===== src/rtl/core/pdt_pkg.sv =====
package pdt_pkg;

	localparam int unsigned SEC_W = 32;
	localparam int unsigned US_W  = 20;
	localparam int unsigned IDX_W = 2;

	localparam logic [US_W-1:0] MICROS_PER_SEC  = 20'd1000000;
	localparam logic [US_W:0]   MICROS_PER_SEC1 = 21'd1000000;
	localparam logic [US_W:0]   MICROS_PER_SEC2 = 21'd2000000;

	// configuration register indexes
	localparam logic [IDX_W-1:0] REG_ENABLE         = 2'd0;
	localparam logic [IDX_W-1:0] REG_PERIOD_SECONDS = 2'd1;
	localparam logic [IDX_W-1:0] REG_PERIOD_MICROS  = 2'd2;

	// result status codes
	localparam logic [1:0] STATUS_NOT_DUE   = 2'd0;
	localparam logic [1:0] STATUS_FIRED     = 2'd1;
	localparam logic [1:0] STATUS_NO_PERIOD = 2'd2;
	localparam logic [1:0] STATUS_BACKWARD  = 2'd3;

	// fault codes
	localparam logic [1:0] FAULT_NONE     = 2'd0;
	localparam logic [1:0] FAULT_BACKWARD = 2'd1;
	localparam logic [1:0] FAULT_OVERRUN  = 2'd2;

	typedef struct packed {
		logic [SEC_W-1:0] now_seconds;
		logic [US_W-1:0]  now_micros;
	} sample_t;

	typedef struct packed {
		logic [1:0] status;
		logic       toggle_out;
		logic       trigger_out;
		logic [1:0] fault_out;
	} result_t;

	typedef struct packed {
		logic             enable;
		logic [SEC_W-1:0] period_seconds;
		logic [US_W-1:0]  period_micros;
	} cfg_t;

	typedef struct packed {
		logic [SEC_W-1:0] start_seconds;
		logic [US_W-1:0]  start_micros;
		logic             toggle_flag;
		logic             trig_flag;
		logic [1:0]       fault_code;
	} state_t;

endpackage


===== src/rtl/core/pdt_cfg_regs.sv =====
module pdt_cfg_regs (
	input  logic                       clk,
	input  logic                       arst_n,
	input  logic                       cfg_we,
	input  logic [pdt_pkg::IDX_W-1:0]  cfg_index,
	input  logic [pdt_pkg::SEC_W-1:0]  cfg_data,
	output pdt_pkg::cfg_t              cfg
);

	pdt_pkg::cfg_t cfg_q;

	always_ff @(posedge clk or negedge arst_n) begin
		if (!arst_n) begin
			cfg_q <= '0;
		end else if (cfg_we) begin
			case (cfg_index)
				pdt_pkg::REG_ENABLE: begin
					cfg_q.enable <= cfg_data[0];
				end
				pdt_pkg::REG_PERIOD_SECONDS: begin
					cfg_q.period_seconds <= cfg_data;
				end
				pdt_pkg::REG_PERIOD_MICROS: begin
					cfg_q.period_micros <= cfg_data[pdt_pkg::US_W-1:0];
				end
				default: begin
					cfg_q <= cfg_q;
				end
			endcase
		end
	end

	assign cfg = cfg_q;

endmodule


===== src/rtl/core/pdt_step.sv =====
module pdt_step (
	input  pdt_pkg::cfg_t    cfg,
	input  pdt_pkg::state_t  st,
	input  pdt_pkg::sample_t item,
	output pdt_pkg::state_t  st_nxt,
	output pdt_pkg::result_t res
);

	logic                      borrow;
	logic                      behind;
	logic [pdt_pkg::SEC_W-1:0] ds;
	logic [pdt_pkg::US_W:0]    us_borrowed;
	logic [pdt_pkg::US_W:0]    dus_raw;
	logic [pdt_pkg::US_W:0]    dus_sub;
	logic [pdt_pkg::US_W-1:0]  dus;
	logic                      elapsed_zero;
	logic                      fire;
	logic                      overrun;
	logic [pdt_pkg::US_W:0]    us_sum;
	logic [pdt_pkg::US_W:0]    us_wrap;
	logic                      carry;
	logic [pdt_pkg::SEC_W-1:0] ss_adv;
	logic [1:0]                status;

	assign borrow = item.now_micros < st.start_micros;
	assign behind = (item.now_seconds < st.start_seconds) ||
		((item.now_seconds == st.start_seconds) && borrow);

	assign ds = item.now_seconds - st.start_seconds
		- {{(pdt_pkg::SEC_W-1){1'b0}}, borrow};
	assign us_borrowed = {1'b0, item.now_micros} + pdt_pkg::MICROS_PER_SEC1;

	// borrowed difference clamps at zero when the start micros are out of range
	always_comb begin
		if (!borrow) begin
			dus_raw = {1'b0, item.now_micros - st.start_micros};
		end else if (us_borrowed >= {1'b0, st.start_micros}) begin
			dus_raw = us_borrowed - {1'b0, st.start_micros};
		end else begin
			dus_raw = '0;
		end
	end

	assign elapsed_zero = (ds == '0) && (dus_raw == '0);
	// dus_raw stays below two million, so one subtract reduces it
	assign dus_sub = dus_raw - pdt_pkg::MICROS_PER_SEC1;
	assign dus = (dus_raw >= pdt_pkg::MICROS_PER_SEC1) ? dus_sub[pdt_pkg::US_W-1:0]
		: dus_raw[pdt_pkg::US_W-1:0];

	assign overrun = {1'b0, ds[pdt_pkg::SEC_W-1:1]} > cfg.period_seconds;
	assign fire = (ds > cfg.period_seconds) ||
		((ds == cfg.period_seconds) && (dus > cfg.period_micros));

	// start advance: micros sum can reach past two million for unnormalized values
	assign us_sum = {1'b0, st.start_micros} + {1'b0, cfg.period_micros};
	always_comb begin
		if (us_sum >= pdt_pkg::MICROS_PER_SEC2) begin
			us_wrap = us_sum - pdt_pkg::MICROS_PER_SEC2;
			carry   = 1'b1;
		end else if (us_sum >= pdt_pkg::MICROS_PER_SEC1) begin
			us_wrap = us_sum - pdt_pkg::MICROS_PER_SEC1;
			carry   = 1'b1;
		end else begin
			us_wrap = us_sum;
			carry   = 1'b0;
		end
	end
	assign ss_adv = st.start_seconds + cfg.period_seconds
		+ {{(pdt_pkg::SEC_W-1){1'b0}}, carry};

	always_comb begin
		st_nxt = st;
		status = pdt_pkg::STATUS_NOT_DUE;
		if ((cfg.period_seconds == '0) && (cfg.period_micros == '0)) begin
			status = pdt_pkg::STATUS_NO_PERIOD;
		end else if (cfg.enable) begin
			st_nxt.fault_code = pdt_pkg::FAULT_NONE;
			if (behind) begin
				st_nxt.start_seconds = item.now_seconds;
				st_nxt.start_micros  = item.now_micros;
				st_nxt.fault_code    = pdt_pkg::FAULT_BACKWARD;
				status               = pdt_pkg::STATUS_BACKWARD;
			end else if (elapsed_zero) begin
				status = pdt_pkg::STATUS_NOT_DUE;
			end else if (fire) begin
				st_nxt.toggle_flag = ~st.toggle_flag;
				st_nxt.trig_flag   = 1'b1;
				status             = pdt_pkg::STATUS_FIRED;
				if (overrun) begin
					st_nxt.start_seconds = item.now_seconds;
					st_nxt.start_micros  = item.now_micros;
					st_nxt.fault_code    = pdt_pkg::FAULT_OVERRUN;
				end else begin
					st_nxt.start_seconds = ss_adv;
					st_nxt.start_micros  = us_wrap[pdt_pkg::US_W-1:0];
				end
			end else begin
				st_nxt.trig_flag = 1'b0;
			end
		end
	end

	assign res.status      = status;
	assign res.toggle_out  = st_nxt.toggle_flag;
	assign res.trigger_out = st_nxt.trig_flag;
	assign res.fault_out   = st_nxt.fault_code;

endmodule


===== src/rtl/core/periodic_task_deadline_timer.sv =====
// An accepted item is held in the sample register, then in the result register.
// Throughput: one item per cycle unless result_ready stalls the result register; the
// timer state updates in the same cycle that item enters the result register.
// The result register stalls on result_ready; the sample register refills behind it.
// Reset (arst_n low, asynchronous): config registers, timer state and valid flags
// clear to zero; the sample and result data registers are not reset.
module periodic_task_deadline_timer (
	input  logic                       clk,
	input  logic                       arst_n,
	input  logic                       sample_valid,
	output logic                       sample_ready,
	input  pdt_pkg::sample_t           sample,
	output logic                       result_valid,
	input  logic                       result_ready,
	output pdt_pkg::result_t           result,
	input  logic                       cfg_we,
	input  logic [pdt_pkg::IDX_W-1:0]  cfg_index,
	input  logic [pdt_pkg::SEC_W-1:0]  cfg_data
);

	pdt_pkg::cfg_t    cfg;
	pdt_pkg::state_t  state_q;
	pdt_pkg::state_t  state_nxt;
	pdt_pkg::sample_t item_s1;
	pdt_pkg::result_t res_nxt;
	pdt_pkg::result_t result_q;
	logic             valid_s1;
	logic             result_valid_q;
	logic             advance;

	pdt_cfg_regs u_cfg (
		.clk       (clk),
		.arst_n    (arst_n),
		.cfg_we    (cfg_we),
		.cfg_index (cfg_index),
		.cfg_data  (cfg_data),
		.cfg       (cfg)
	);

	pdt_step u_step (
		.cfg    (cfg),
		.st     (state_q),
		.item   (item_s1),
		.st_nxt (state_nxt),
		.res    (res_nxt)
	);

	// stage 1 moves into the result register when that register is free or being drained
	assign advance      = !result_valid_q || result_ready;
	assign sample_ready = !valid_s1 || advance;

	always_ff @(posedge clk or negedge arst_n) begin
		if (!arst_n) begin
			valid_s1 <= 1'b0;
		end else if (sample_ready) begin
			valid_s1 <= sample_valid;
		end
	end

	always_ff @(posedge clk) begin
		if (sample_ready && sample_valid) begin
			item_s1 <= sample;
		end
	end

	always_ff @(posedge clk or negedge arst_n) begin
		if (!arst_n) begin
			state_q        <= '0;
			result_valid_q <= 1'b0;
		end else begin
			if (advance) begin
				result_valid_q <= valid_s1;
			end
			if (valid_s1 && advance) begin
				state_q <= state_nxt;
			end
		end
	end

	always_ff @(posedge clk) begin
		if (valid_s1 && advance) begin
			result_q <= res_nxt;
		end
	end

	assign result_valid = result_valid_q;
	assign result       = result_q;

`ifndef SYNTHESIS
	a_fired_sets_trigger: assert property (@(posedge clk) disable iff (!arst_n)
		result_valid && (result.status == pdt_pkg::STATUS_FIRED) |-> result.trigger_out)
		else $error("fired result without trigger");

	a_backward_fault: assert property (@(posedge clk) disable iff (!arst_n)
		result_valid && (result.status == pdt_pkg::STATUS_BACKWARD)
		|-> (result.fault_out == pdt_pkg::FAULT_BACKWARD))
		else $error("backward status without backward fault");

	a_stage_to_result: assert property (@(posedge clk) disable iff (!arst_n)
		valid_s1 && advance |=> result_valid)
		else $error("item lost between stage 1 and result register");

	a_fault_range: assert property (@(posedge clk) disable iff (!arst_n)
		result_valid |-> (result.fault_out != 2'd3))
		else $error("undefined fault code");
`endif

endmodule

===== config.mk =====
export PLATFORM = sky130hd
export DESIGN_NAME = periodic_task_deadline_timer
export DESIGN_NICKNAME = d
export VERILOG_FILES = /design/src/rtl/core/pdt_pkg.sv /design/src/rtl/core/pdt_cfg_regs.sv /design/src/rtl/core/pdt_step.sv /design/src/rtl/core/periodic_task_deadline_timer.sv
export SDC_FILE = /design/constraint.sdc
export NUM_CORES = 1
export LEC_CHECK = 0
export BUFFER_PORTS_ARGS = -buffer_cell sky130_fd_sc_hd__buf_2
export CORE_ASPECT_RATIO = 1.2
export CORE_MARGIN = 3
export CORE_UTILIZATION = 35
export DETAILED_ROUTE_END_ITERATION = 16
export GPL_TIMING_DRIVEN = 0
export PLACE_DENSITY = 0.5
export SYNTH_ARGS = -nofsm -noshare
export SYNTH_HDL_FRONTEND = slang
export SYNTH_SLANG_ARGS = --single-unit

===== constraint.sdc =====
create_clock -name clk -period 21 [get_ports clk]
set_input_delay 2.1 -clock clk [delete_from_list [all_inputs] [get_ports clk]]
set_output_delay 2.1 -clock clk [all_outputs]
set_load 0.02 [all_outputs]

## Word level (Yosys, flattened, before mapping)

Cells that the tools add are included.

- Register bits: 169

- $add $sub $neg: 11
- Magnitude comparators: 9
- Equal/unequal tests: 5
- Mux-type cells: 22
- Bitwise logic cells: 3
- Reductions and logical operators: 23

Operators with widths:

| cell | count |
|---|---|
| 52-bit 2-to-1 mux | 2 |
| 32-bit == test | 2 |
| 32-bit zero test | 2 |
| 20-bit 2-to-1 mux | 3 |
| 20-bit subtractor, second input constant | 3 |
| 56-bit 2-to-1 mux | 1 |
| 53-bit 2-to-1 mux | 1 |
| 21-bit by 20-bit greater-or-equal comparator with 1-bit output, second input constant | 2 |
| 21-bit 2-to-1 mux | 2 |
| 32-bit by 1-bit adder with 32-bit output | 1 |
| 32-bit adder | 1 |
| 31-bit by 32-bit greater-than comparator with 1-bit output | 1 |
| 32-bit greater-than comparator | 1 |
| 32-bit < comparator | 1 |
| 32-bit by 1-bit subtractor with 32-bit output | 1 |
| 32-bit subtractor | 1 |
| 20-bit by 20-bit adder with 21-bit output | 1 |
| 20-bit by 20-bit adder with 21-bit output, second input constant | 1 |
| 21-bit by 20-bit greater-or-equal comparator with 1-bit output | 1 |
| 21-bit greater-or-equal comparator, second input constant | 1 |
| 21-bit zero test | 1 |
| 21-bit by 20-bit subtractor with 21-bit output | 1 |
| 20-bit greater-than comparator | 1 |
| 20-bit zero test | 1 |
| other kinds (17) | 40 |

## Logic depth before layout (Yosys ltp)

Gate-level depths: netlist of run 1.

- Word-level depth: 14
- Depth in mapped cells: 38

## Modules after synthesis

From an unflattened synthesis of run 1, not the netlist that was laid out.

- Cells, all modules: 2224
- Area total of the unflattened synthesis: 19264.7 µm²

By module, submodules not included:

| module | instances | cells an instance | area an instance (µm²) | seq. area each (µm²) |
|---|---|---|---|---|
| pdt_step | 1 | 1925 | 13212.7 | 0.0 |
| periodic_task_deadline_timer | 1 | 185 | 4037.6 | 3193.1 |
| pdt_cfg_regs | 1 | 114 | 2014.4 | 1326.3 |

## Worst setup path before layout of run 1

No wires, ideal clock.

- Kind: register -> register
- From: reg state_q[4] (netlist bit)
- To: reg state_q[10] (netlist bit)
- Library setup time: 0.078 ns
- Data arrival time: 7.625 ns
- Path slack: 13.297 ns
- Stages on the path, launching flop included: 38
- Path buffers: 3
- Cell sequence: dfrtp_1 -> ha_1 -> inv_1 -> fa_1 -> a21oi_1 -> o211a_1 -> or4b_4 -> a21o_1 -> a21o_1 -> inv_2 -> buf_2 -> buf_1 -> fa_1 -> inv_1 -> ha_1 -> nor2_1 -> fa_1 -> a21boi_1 -> [... 2 more ...] -> a31oi_1 -> o31ai_1 -> xnor2_1 -> inv_1 -> ha_1 -> a21o_1 -> a21o_1 -> a21o_1 -> a21o_1 -> a21o_1 -> a21oi_1 -> nor2_1 -> o31ai_1 -> nand2_1 -> nor3_2 -> buf_2 -> a221oi_2 -> a21oi_1

- Word-level cells in the longest chain between the ends: 10

Ends and longest elaborated chain:

| element | line | RTL |
|---|---|---|
| from (decl) | periodic_task_deadline_timer.sv:22 | `pdt_pkg::state_t state_q;` |
| from (signal assigned) | periodic_task_deadline_timer.sv:75 | `state_q <= state_nxt;` |
| 21-bit by 20-bit subtractor with 21-bit output or 21-bit by 20-bit greater-or-equal comparator with 1-bit output (tied branches) | pdt_step.sv:38, pdt_step.sv:37 |  |
| 21-bit 2-to-1 mux | pdt_step.sv:37 | `end else if (us_borrowed >= {1'b0, st.start_micros}) begin` |
| 21-bit 2-to-1 mux | pdt_step.sv:35 | `if (!borrow) begin` |
| 20-bit subtractor or 21-bit by 20-bit greater-or-equal comparator with 1-bit output (tied branches) | pdt_step.sv:46, pdt_step.sv:47 |  |
| 20-bit 2-to-1 mux | pdt_step.sv:47 | `assign dus = (dus_raw >= pdt_pkg::MICROS_PER_SEC1) ? dus_sub[pdt_pkg::US_W-1:0]` |
| 20-bit greater-than comparator | pdt_step.sv:52 | `((ds == cfg.period_seconds) && (dus > cfg.period_micros));` |
| 1-bit logical AND | pdt_step.sv:52 |  |
| 1-bit logical OR | pdt_step.sv:51 | `assign fire = (ds > cfg.period_seconds) \|\|` |
| 2-bit nonzero test (no source line) | n/a |  |
| 5-bit AND reduction (no source line) | n/a |  |

Parallel ways exist; a longest one is shown, timed or not. The select of a mux whose other input is x is not followed.
A chain may end at the register's enable or synchronous reset.

## Worst setup path after layout of run 1

- From: reg item_s1[5] (netlist bit)
- To: reg state_q[10] (netlist bit)

- Word-level cells in the longest chain between the ends: 11

Ends and longest elaborated chain:

| element | line | RTL |
|---|---|---|
| from (decl) | periodic_task_deadline_timer.sv:24 | `pdt_pkg::sample_t item_s1;` |
| from (signal assigned) | periodic_task_deadline_timer.sv:62 | `item_s1 <= sample;` |
| 20-bit by 20-bit adder with 21-bit output | pdt_step.sv:31 | `assign us_borrowed = {1'b0, item.now_micros} + pdt_pkg::MICROS_PER_SEC1;` |
| 21-bit by 20-bit subtractor with 21-bit output or 21-bit by 20-bit greater-or-equal comparator with 1-bit output (tied branches) | pdt_step.sv:38, pdt_step.sv:37 |  |
| 21-bit 2-to-1 mux | pdt_step.sv:37 |  |
| 21-bit 2-to-1 mux | pdt_step.sv:35 |  |
| 20-bit subtractor or 21-bit by 20-bit greater-or-equal comparator with 1-bit output (tied branches) | pdt_step.sv:46, pdt_step.sv:47 |  |
| 20-bit 2-to-1 mux | pdt_step.sv:47 |  |
| 20-bit greater-than comparator | pdt_step.sv:52 |  |
| 1-bit logical AND | pdt_step.sv:52 |  |
| 1-bit logical OR | pdt_step.sv:51 |  |
| 2-bit nonzero test (no source line) | n/a |  |
| 5-bit AND reduction (no source line) | n/a |  |

Parallel ways exist; a longest one is shown, timed or not. The select of a mux whose other input is x is not followed.

==> flow_summary_export.csv, run 1 <==
group,metric,value,unit
run_status,status,"completed",
sta,period_minus_slack,10380,ps
critical_path,critPathTopFamily,"compound AO/OA/AOI/OAI gates",
sta,clock.fmax,0.0964,GHz
place,place.detailed.hpwl,52000,um
sta,fin_crit_sh,0.494,
die,die_h,257,um
drt,wl_per_cell,21.5,um
final_layout,fillers,5323,
drt,avgViaCountPerCell,5.63,
place,numPortBuffers,98,
final_layout,final_nets,2596,
synth,syn-num-nets,2477,
die,core,0.0516,mm^2
die,fp.dieW,215,um
drt,drc_errors,0,
final_layout,syn_to_final_growth,10.9,%
final_layout,regArea,0.00452,mm^2
clock_tree,postCtsHoldBufs,0,
synth,synth.area.top_cells,"ha_1 (18%), dfrtp_1 (15%), edfxtp_1 (9.5%), a21oi_1 (5.2%), inv_1 (4.8%)",
place,gp_congestion,0.964,
synth,yosys_most_used_dff,"dfrtp_1",
final_layout,stdcell_count,2943,
critical_path,path_max_fanout,10,
sta,worst_pin_slew,1220,ps
clock_tree,cts_buffers,17,
die,rows,91,
sta,rsz0062_at_grt,"false",
synth,seq_area_frac_synth,0.247,
sta,timing.final.max_slew_violations,0,
final_layout,layout-drive-gt1-share,0.122,
critical_path,regToRegStartpoint,"item_s1[5]$_DFFE_PP_",
critical_path,critical_path_required,21420,ps
drt,vias,16600,
synth,syn-cell-area,0.0183,mm^2
synth,synthCells,2114,
global_route,grt_remaining_overflow,0,
die,io_pins,99,
global_route,grt_pass1_wl,97400,um
min_path,min_to,"state_q[3]$_DFFE_PN0P_",
flow_run,maxCapViolCount,0,
critical_path,worstReg2RegEnd,"state_q[10]$_DFFE_PN0P_",
min_path,hold_depth,1,
global_route,grt_max_degree,74,
critical_path,critPathKind,"reg -> reg",
clock_tree,h-tree-depth,4,
clock_tree,clkSinkCount,169,
critical_path,path_buf_inv,7,
synth,avgSynthCellArea,8.67,um^2
critical_path,critPathMaxStageDelay,790,ps
global_route,grt_use_total,0.228,
critical_path,rrSetupSlack,10620,ps
critical_path,critPathMostFrequentCell,"a21o_1",
min_path,min_from,"state_q[3]$_DFFE_PN0P_",
synth,async_flop_share,0.657,
critical_path,cp-start-kind,"register",
synth,synth_enable_flop_cells,58,
final_layout,antennaDiodeCount,0,
synth,ys_types,85,
clock_tree,ctsLongestPathBuffers,2,
final_layout,multi_input_area,0.0126,mm^2
place,dp_cells,2911,
die,die-area,0.0552,mm^2
sta,fin_tns_setup,0,ps
min_path,hold_path_class,"reg -> reg",
critical_path,crit_path_end_kind,"register",
sta,hold_viol_final,0,
synth,yosysMostFrequentCell,"ha_1",
sta,relSlewSlack,0.163,
critical_path,cp.arrival,10800,ps
sta,fin_skew,17.6,ps
clock_tree,clk_pin_slew_worst_paths,80,ps
clock_tree,cts-root-buf,"clkbuf_16",
drt,ant_nets,0,
global_route,antenna_found_initial,0,
global_route,grt_pass1_vias,17000,
drt,drt_iter0_markers,1032,
critical_path,ff2ff_path_depth,36,
clock_tree,clkLatencyLatePin,510,ps
synth,synth_commonest_cells,"ha_1 (266), inv_1 (236), a21oi_1 (190)",
sta,finalSetupViolations,0,
drt,wl,63400,um
critical_path,slowest_stage,"nor3_2",
clock_tree,postCtsSetupBuffers,0,
die,initial_core_util,0.355,
synth,ys_ff_latch,169,
synth,synth_top_area_cell,"ha_1",
clock_tree,ctsResizeCount,0,
synth,yosys_warnings,0,
clock_tree,cts_tree,"built",
synth,synth_top_area_share,0.182,
drt,firstDrtPassIters,5,
state kept, by name, indices dropped and copies added, names as in the netlist:
register and count:
state_q 56, u_cfg.cfg 53, item_s1 52, result 6
result_valid 1, valid_s1 1
metrics by stage:
stage                     setup slack (ps)  cell area, um^2  hold slack, ps  utilization
after floorplan                      13300            18300             457            -
after global placement               10830            19700             468        0.382
after detailed placement             10800            19700             485        0.383
after CTS                            10730            20300             498        0.394
after global routing                 10120            20300             518        0.394
final                                10620            20300             491        0.394
logic make-up (layout without fill, tap and decap cells):
logic type / Yosys count / count (layout) / share of synthesized area
AOI/OAI and AO/OA: 651 / 651 / 0.252
xor gates and xnor gates: 128 / 128 / 0.0612
adders and majority gates: 272 / 272 / 0.188
buffers and inverters: 304 / 436 / 0.0654
DFF: 169 / 169 / 0.247
muxes: 65 / 65 / 0.0394
and+or+nand+nor: 525 / 525 / 0.148
worst max path at each step:
stage / start / end / slack (ps) / depth (start not counted)
6_report: item_s1[5]$_DFFE_PP_ / state_q[10]$_DFFE_PN0P_ / 10620 / 36
3_5_place_dp: item_s1[5]$_DFFE_PP_ / state_q[10]$_DFFE_PN0P_ / 10800 / 36
3_3_place_gp: item_s1[5]$_DFFE_PP_ / state_q[10]$_DFFE_PN0P_ / 10830 / 36
2_1_floorplan: state_q[4]$_DFFE_PN0P_ / state_q[10]$_DFFE_PN0P_ / 13300 / 37
5_1_grt: item_s1[0]$_DFFE_PP_ / state_q[10]$_DFFE_PN0P_ / 10120 / 38
4_1_cts: item_s1[5]$_DFFE_PP_ / state_q[10]$_DFFE_PN0P_ / 10730 / 31
layout make-up:
class	instances	share of cell area
plain buffers	66	0.0150
clock buffers	18	0.0222
inverters	238	0.0440
well taps	697	0.0429
clock inverters	14	0.00690
flip-flops and latches	169	0.222
multi-input cells	1641	0.621
repair buffers	100	0.0260
cells in the final DEF, fill, tap and decap left out, types with 16 or more instances in the layout:
cell	instances
nor2_1	108
nor2b_1	22
nand3_1	45
nand2b_1	26
a211oi_1	30
o211ai_1	18
clkbuf_16	18
xor2_1	45
o21a_1	31
dfrtp_1	111
nor3_1	36
clkbuf_1	44
ha_1	266
a221oi_2	31
o21ai_0	87
inv_1	236
xnor2_1	83
a21oi_1	190
mux2_2	57
a21o_1	74
nand4_1	59
o31ai_1	16
a31oi_1	19
nor4_1	23
buf_2	111
edfxtp_1	58
nand2_1	121
per-layer routing:
| metal | part of all wire | global-route usage | up-vias | routed length (um) |
|---|---|---|---|---|
| met2 | 0.53 | 0.431 | 380 | 33300 |
| li1 | - | - | 8096 | - |
| met3 | 0.034 | 0.0382 | 104 | 2170 |
| met1 | 0.40 | 0.252 | 7991 | 25400 |
| met5 | 0 | 0 | - | 0 |
| met4 | 0.038 | 0.0895 | 0 | 2420 |
worst reg2reg max path, delay by kind of cell (launching register included):
kind	cells	cell delay, ps
compound gates	16	3810
simple gates	7	2100
buf+inv	7	1950
fa+ha+maj	5	1730
flops	1	460
xor+xnor	1	230
Power of run 1 is left out: the tool's default activity adds up to more than one toggle a clock period on the data nets, which glitch-free logic cannot reach.
==> inputs of run 2 (changes only) <==
==> constraint.sdc (replaced) <==
create_clock -name clk -period 10.8 [get_ports clk]
set_input_delay 1.08 -clock clk [delete_from_list [all_inputs] [get_ports clk]]
set_output_delay 1.08 -clock clk [all_outputs]
set_load 0.02 [all_outputs]
==> run 2 against run 1 <==
Net effect:
- worst setup slack got worse by 10000 ps
- hold slack worse by 24 ps
- sequential share of layout area hardly changed
- critical path type unchanged
- critical path depth did not move
- maximum frequency grew 2.1%
- global-route usage stayed put
- register-to-register slack worse by 10000 ps
- via count barely moved
- largest cell class unchanged
==> flow_summary_export.csv, run 2 (synthesized netlist as in run 1, its figures left out) <==
group,metric,value,unit
run_status,status,"completed",
clock_tree,clkLatencyLatePin,510,ps
clock_tree,cts_tree,"built",
critical_path,slowest_stage,"nor3_4",
critical_path,critPathKind,"reg -> reg",
final_layout,antennaDiodeCount,0,
die,initial_core_util,0.355,
die,die_h,257,um
sta,finalSetupViolations,0,
clock_tree,ctsLongestPathBuffers,2,
global_route,antenna_found_initial,0,
critical_path,critPathMostFrequentCell,"a21o_1",
final_layout,fin_util,0.394,
sta,setup_ws,636,ps
clock_tree,clk_pin_slew_worst_paths,80,ps
clock_tree,cts-root-buf,"clkbuf_16",
final_layout,final_nets,2596,
die,die-area,0.0552,mm^2
critical_path,crit_path_end_kind,"register",
critical_path,critPathMaxStageDelay,580,ps
drt,avgViaCountPerCell,5.63,
critical_path,critical_path_required,11220,ps
sta,worst_pin_slew,1230,ps
sta,rsz0062_at_grt,"false",
drt,wl_per_cell,21.5,um
drt,drt_iter0_markers,1032,
sta,period_minus_slack,10160,ps
sta,relSlewSlack,0.159,
sta,fin_crit_sh,0.941,
drt,wl,63400,um
critical_path,critPathTopFamily,"compound AO/OA/AOI/OAI gates",
clock_tree,postCtsHoldBufs,0,
min_path,hold_path_class,"in -> async",
final_layout,final_common_cell,"ha_1",
sta,fin_tns_setup,0,ps
final_layout,layout-drive-gt1-share,0.122,
critical_path,cp-start-kind,"register",
drt,firstDrtPassIters,6,
final_layout,fillers,5323,
flow_run,maxCapViolCount,0,
clock_tree,ctsResizeCount,0,
die,core,0.0516,mm^2
global_route,grt_remaining_overflow,0,
global_route,grt_pass1_wl,97400,um
die,rows,91,
critical_path,path_max_fanout,10,
die,io_pins,99,
drt,drc_errors,0,
final_layout,largest_reg_flops,56,
drt,vias,16600,
place,numPortBuffers,98,
global_route,grt_use_total,0.228,
clock_tree,postCtsSetupBuffers,0,
final_layout,layout_common_cells,"ha_1 (266), inv_1 (236), a21oi_1 (190), nand2_1 (121)",
sta,hold_viol_final,0,
clock_tree,h-tree-depth,4,
die,fp.dieW,215,um
place,post-place-ws,595,ps
drt,ant_nets,0,
final_layout,syn_to_final_growth,10.9,%
global_route,grt_max_degree,74,
clock_tree,clkSinkCount,169,
sta,timing.final.max_slew_violations,0,
sta,clock.fmax,0.0984,GHz
global_route,grt_pass1_vias,17000,
clock_tree,cts_buffers,17,
place,place.detailed.hpwl,52000,um
critical_path,path_buf_inv,7,
final_layout,max_flop_register,"state_q",
sta,fin_skew,17.9,ps
critical_path,cp.arrival,10590,ps
place,gp_congestion,0.964,
run 2: final cells by class:
cell class	count	area, um^2	share of cell area
buffer	66	305	0.0150
multi-input combinational	1641	12600	0.621
timing repair buffer	100	529	0.0260
sequential	169	4520	0.222
inverter	238	893	0.0439
clock buffer	18	450	0.0222
tap	697	872	0.0429
clock inverter	14	140	0.00689
run 2: metrics by stage:
stage               hold WS [ps]  cell area, um^2  std cells
detailed placement           485            19700       2911
global placement             468            19700       2909
finish                       467            20300       2943
floorplan                    457            18300       2114
CTS                          455            20300       2943
global route                 472            20300       2943
run 2: worst paths after layout:
path	to	startpoint	slack [ps]	depth (start not counted)
worst max-delay path	state_q[10]$_DFFE_PN0P_	item_s1[5]$_DFFE_PP_	640	36
max in group asynchronous	state_q[30]$_DFFE_PN0P_	arst_n	9560	2
worst min register to register	state_q[3]$_DFFE_PN0P_	state_q[3]$_DFFE_PN0P_	490	1
worst min-delay path	state_q[22]$_DFFE_PN0P_	arst_n	470	1
worst max register to register	state_q[10]$_DFFE_PN0P_	item_s1[5]$_DFFE_PP_	640	36
min in group clk	state_q[3]$_DFFE_PN0P_	state_q[3]$_DFFE_PN0P_	490	1
run 2: per-layer routing:
layer  track usage  share of wire  wire [um]  vias to the layer above
li1              -              -          -                     8102
met1         0.252           0.40      25500                     7980
met2         0.431           0.53      33400                      371
met3        0.0382          0.034       2170                      104
met4        0.0895          0.038       2400                        0
met5             0              0          0                        -
Power of run 2 is left out for the same reason.
==> inputs of run 3 (changes only) <==
--- a/config.mk
+++ b/config.mk
@@ -6,7 +6,7 @@
 export NUM_CORES = 1
 export LEC_CHECK = 0
 export BUFFER_PORTS_ARGS = -buffer_cell sky130_fd_sc_hd__buf_2
-export CORE_ASPECT_RATIO = 1.2
+export CORE_ASPECT_RATIO = 2
 export CORE_MARGIN = 3
 export CORE_UTILIZATION = 35
 export DETAILED_ROUTE_END_ITERATION = 16
==> run 3 against run 2 <==
Net effect:
- sequential share of layout area hardly changed
- register-to-register slack worse by 70 ps
- clock-buffer cell count is 1 lower
- final area hardly changed
- via count is 1.5% higher
- highest routed layer unchanged
- global-route usage is 2.6 points higher
==> flow_summary_export.csv, run 3 (synthesized netlist as in run 1, its figures left out) <==
group,metric,value,unit
run_status,status,"completed",
final_layout,fillers,5357,
global_route,use_met1,0.229,
sta,finalSetupViolations,0,
final_layout,syn_to_final_growth,10.9,%
place,numPortBuffers,98,
final_layout,max_flop_register,"state_q",
place,post-place-ws,148,ps
clock_tree,cts_tree,"built",
sta,rsz0062_at_grt,"false",
sta,relSlewSlack,0.128,
critical_path,critPathMaxStageDelay,850,ps
sta,timing.final.max_slew_violations,0,
critical_path,slowest_stage,"clkdlybuf4s15_1",
clock_tree,ctsLongestPathBuffers,2,
clock_tree,h-tree-depth,4,
final_layout,multi_input_area,0.0126,mm^2
sta,fin_tns_setup,0,ps
final_layout,layout_common_cells,"ha_1 (266), inv_1 (236), a21oi_1 (190), nand2_1 (121)",
die,initial_core_util,0.354,
final_layout,regArea,0.00452,mm^2
die,rows,118,
sta,hold-worst-slack,496,ps
critical_path,critPathKind,"reg -> reg",
global_route,grt.met2_usage,0.516,
global_route,grt_pass1_vias,17700,
sta,setup_ws,567,ps
die,die_h,330,um
global_route,grt_max_degree,81,
final_layout,final_common_cell,"ha_1",
clock_tree,clk_pin_slew_worst_paths,80,ps
final_layout,largest_reg_flops,56,
critical_path,cp-start-kind,"register",
drt,wl_per_cell,24.5,um
flow_run,maxCapViolCount,0,
critical_path,ff2ff_path_depth,32,
clock_tree,cts_buffers,17,
sta,hold_viol_final,0,
critical_path,rrSetupSlack,570,ps
place,gp_congestion,0.930,
critical_path,critPathMostFrequentCell,"ha_1",
critical_path,startpoint,"item_s1[5]$_DFFE_PP_",
final_layout,stdcell_count,2908,
drt,firstDrtPassIters,5,
clock_tree,clkLatencyLatePin,480,ps
global_route,grt_pass1_wl,106000,um
die,fp.dieW,168,um
die,die-area,0.0553,mm^2
global_route,grt_use_total,0.254,
critical_path,crit_path_end_kind,"register",
global_route,busiest_layer,"met2",
sta,fin_crit_sh,0.948,
global_route,met3_usage,0.0195,
critical_path,path_max_fanout,10,
drt,drc_errors,0,
sta,fin_skew,18.3,ps
final_layout,final_nets,2598,
drt,drt_iter0_markers,886,
place,place.detailed.hpwl,59500,um
critical_path,regToRegStartpoint,"item_s1[5]$_DFFE_PP_",
critical_path,cp.arrival,10540,ps
min_path,hold_path_class,"in -> async",
drt,vias,16800,
final_layout,layout-drive-gt1-share,0.123,
sta,worst_pin_slew,1280,ps
drt,avgViaCountPerCell,5.78,
critical_path,critical_path_required,11100,ps
clock_tree,postCtsHoldBufs,0,
critical_path,worstReg2RegEnd,"state_q[21]$_DFFE_PN0P_",
die,io_pins,99,
global_route,grt_remaining_overflow,0,
sta,period_minus_slack,10230,ps
clock_tree,clkSinkCount,169,
drt,ant_nets,0,
final_layout,antennaDiodeCount,0,
drt,wl,71100,um
clock_tree,cts-root-buf,"clkbuf_16",
sta,clock.fmax,0.0977,GHz
die,core,0.0518,mm^2
place,dp_cells,2875,
global_route,antenna_found_initial,0,
-- run 3: layout make-up --
class / count / area share
well taps: 660 / 0.0406
plain buffers: 66 / 0.0154
clock inverters: 15 / 0.00758
repair buffers: 102 / 0.0275
multi-input cells: 1641 / 0.621
flip-flops and latches: 169 / 0.222
clock buffers: 17 / 0.0209
inverters: 238 / 0.0440
-- run 3: worst max path at each step --
stage	cells past startpoint	endpoint
after floorplan	37	state_q[10]$_DFFE_PN0P_
after global placement	31	state_q[10]$_DFFE_PN0P_
after detailed placement	31	state_q[10]$_DFFE_PN0P_
after CTS	31	state_q[10]$_DFFE_PN0P_
after global routing	33	state_q[44]$_DFFE_PN0P_
final	32	state_q[21]$_DFFE_PN0P_
-- run 3: layer usage --
metal	part of all wire	vias to the layer above
li1	-	8088
met3	0.024	187
met5	0	-
met2	0.57	407
met4	0.084	0
met1	0.33	8125
-- run 3: timing repair --
item	CTS	global route
endpoints found under the setup margin	0	35
hold endpoints to repair	0	0
gates resized for setup	0	8
buffers inserted	0	1
-- run 3: worst max-delay path: cells and delay by family, from the launching register on --
kind                       cells  cell delay [ps]
and+or+nand+nor                7             1890
DFF                            1              480
xor gates and xnor gates       1              220
buffers and inverters          5             1990
adders and majority gates      5             1640
AOI/OAI and AO/OA             14             3790
-- run 3: per-stage QoR --
stage                      util  instance area, um^2
final                     0.392                20300
after global routing      0.392                20300
after CTS                 0.391                20300
after detailed placement  0.380                19700
after global placement    0.379                19600
after floorplan               -                18300
Power of run 3 is left out for the same reason.
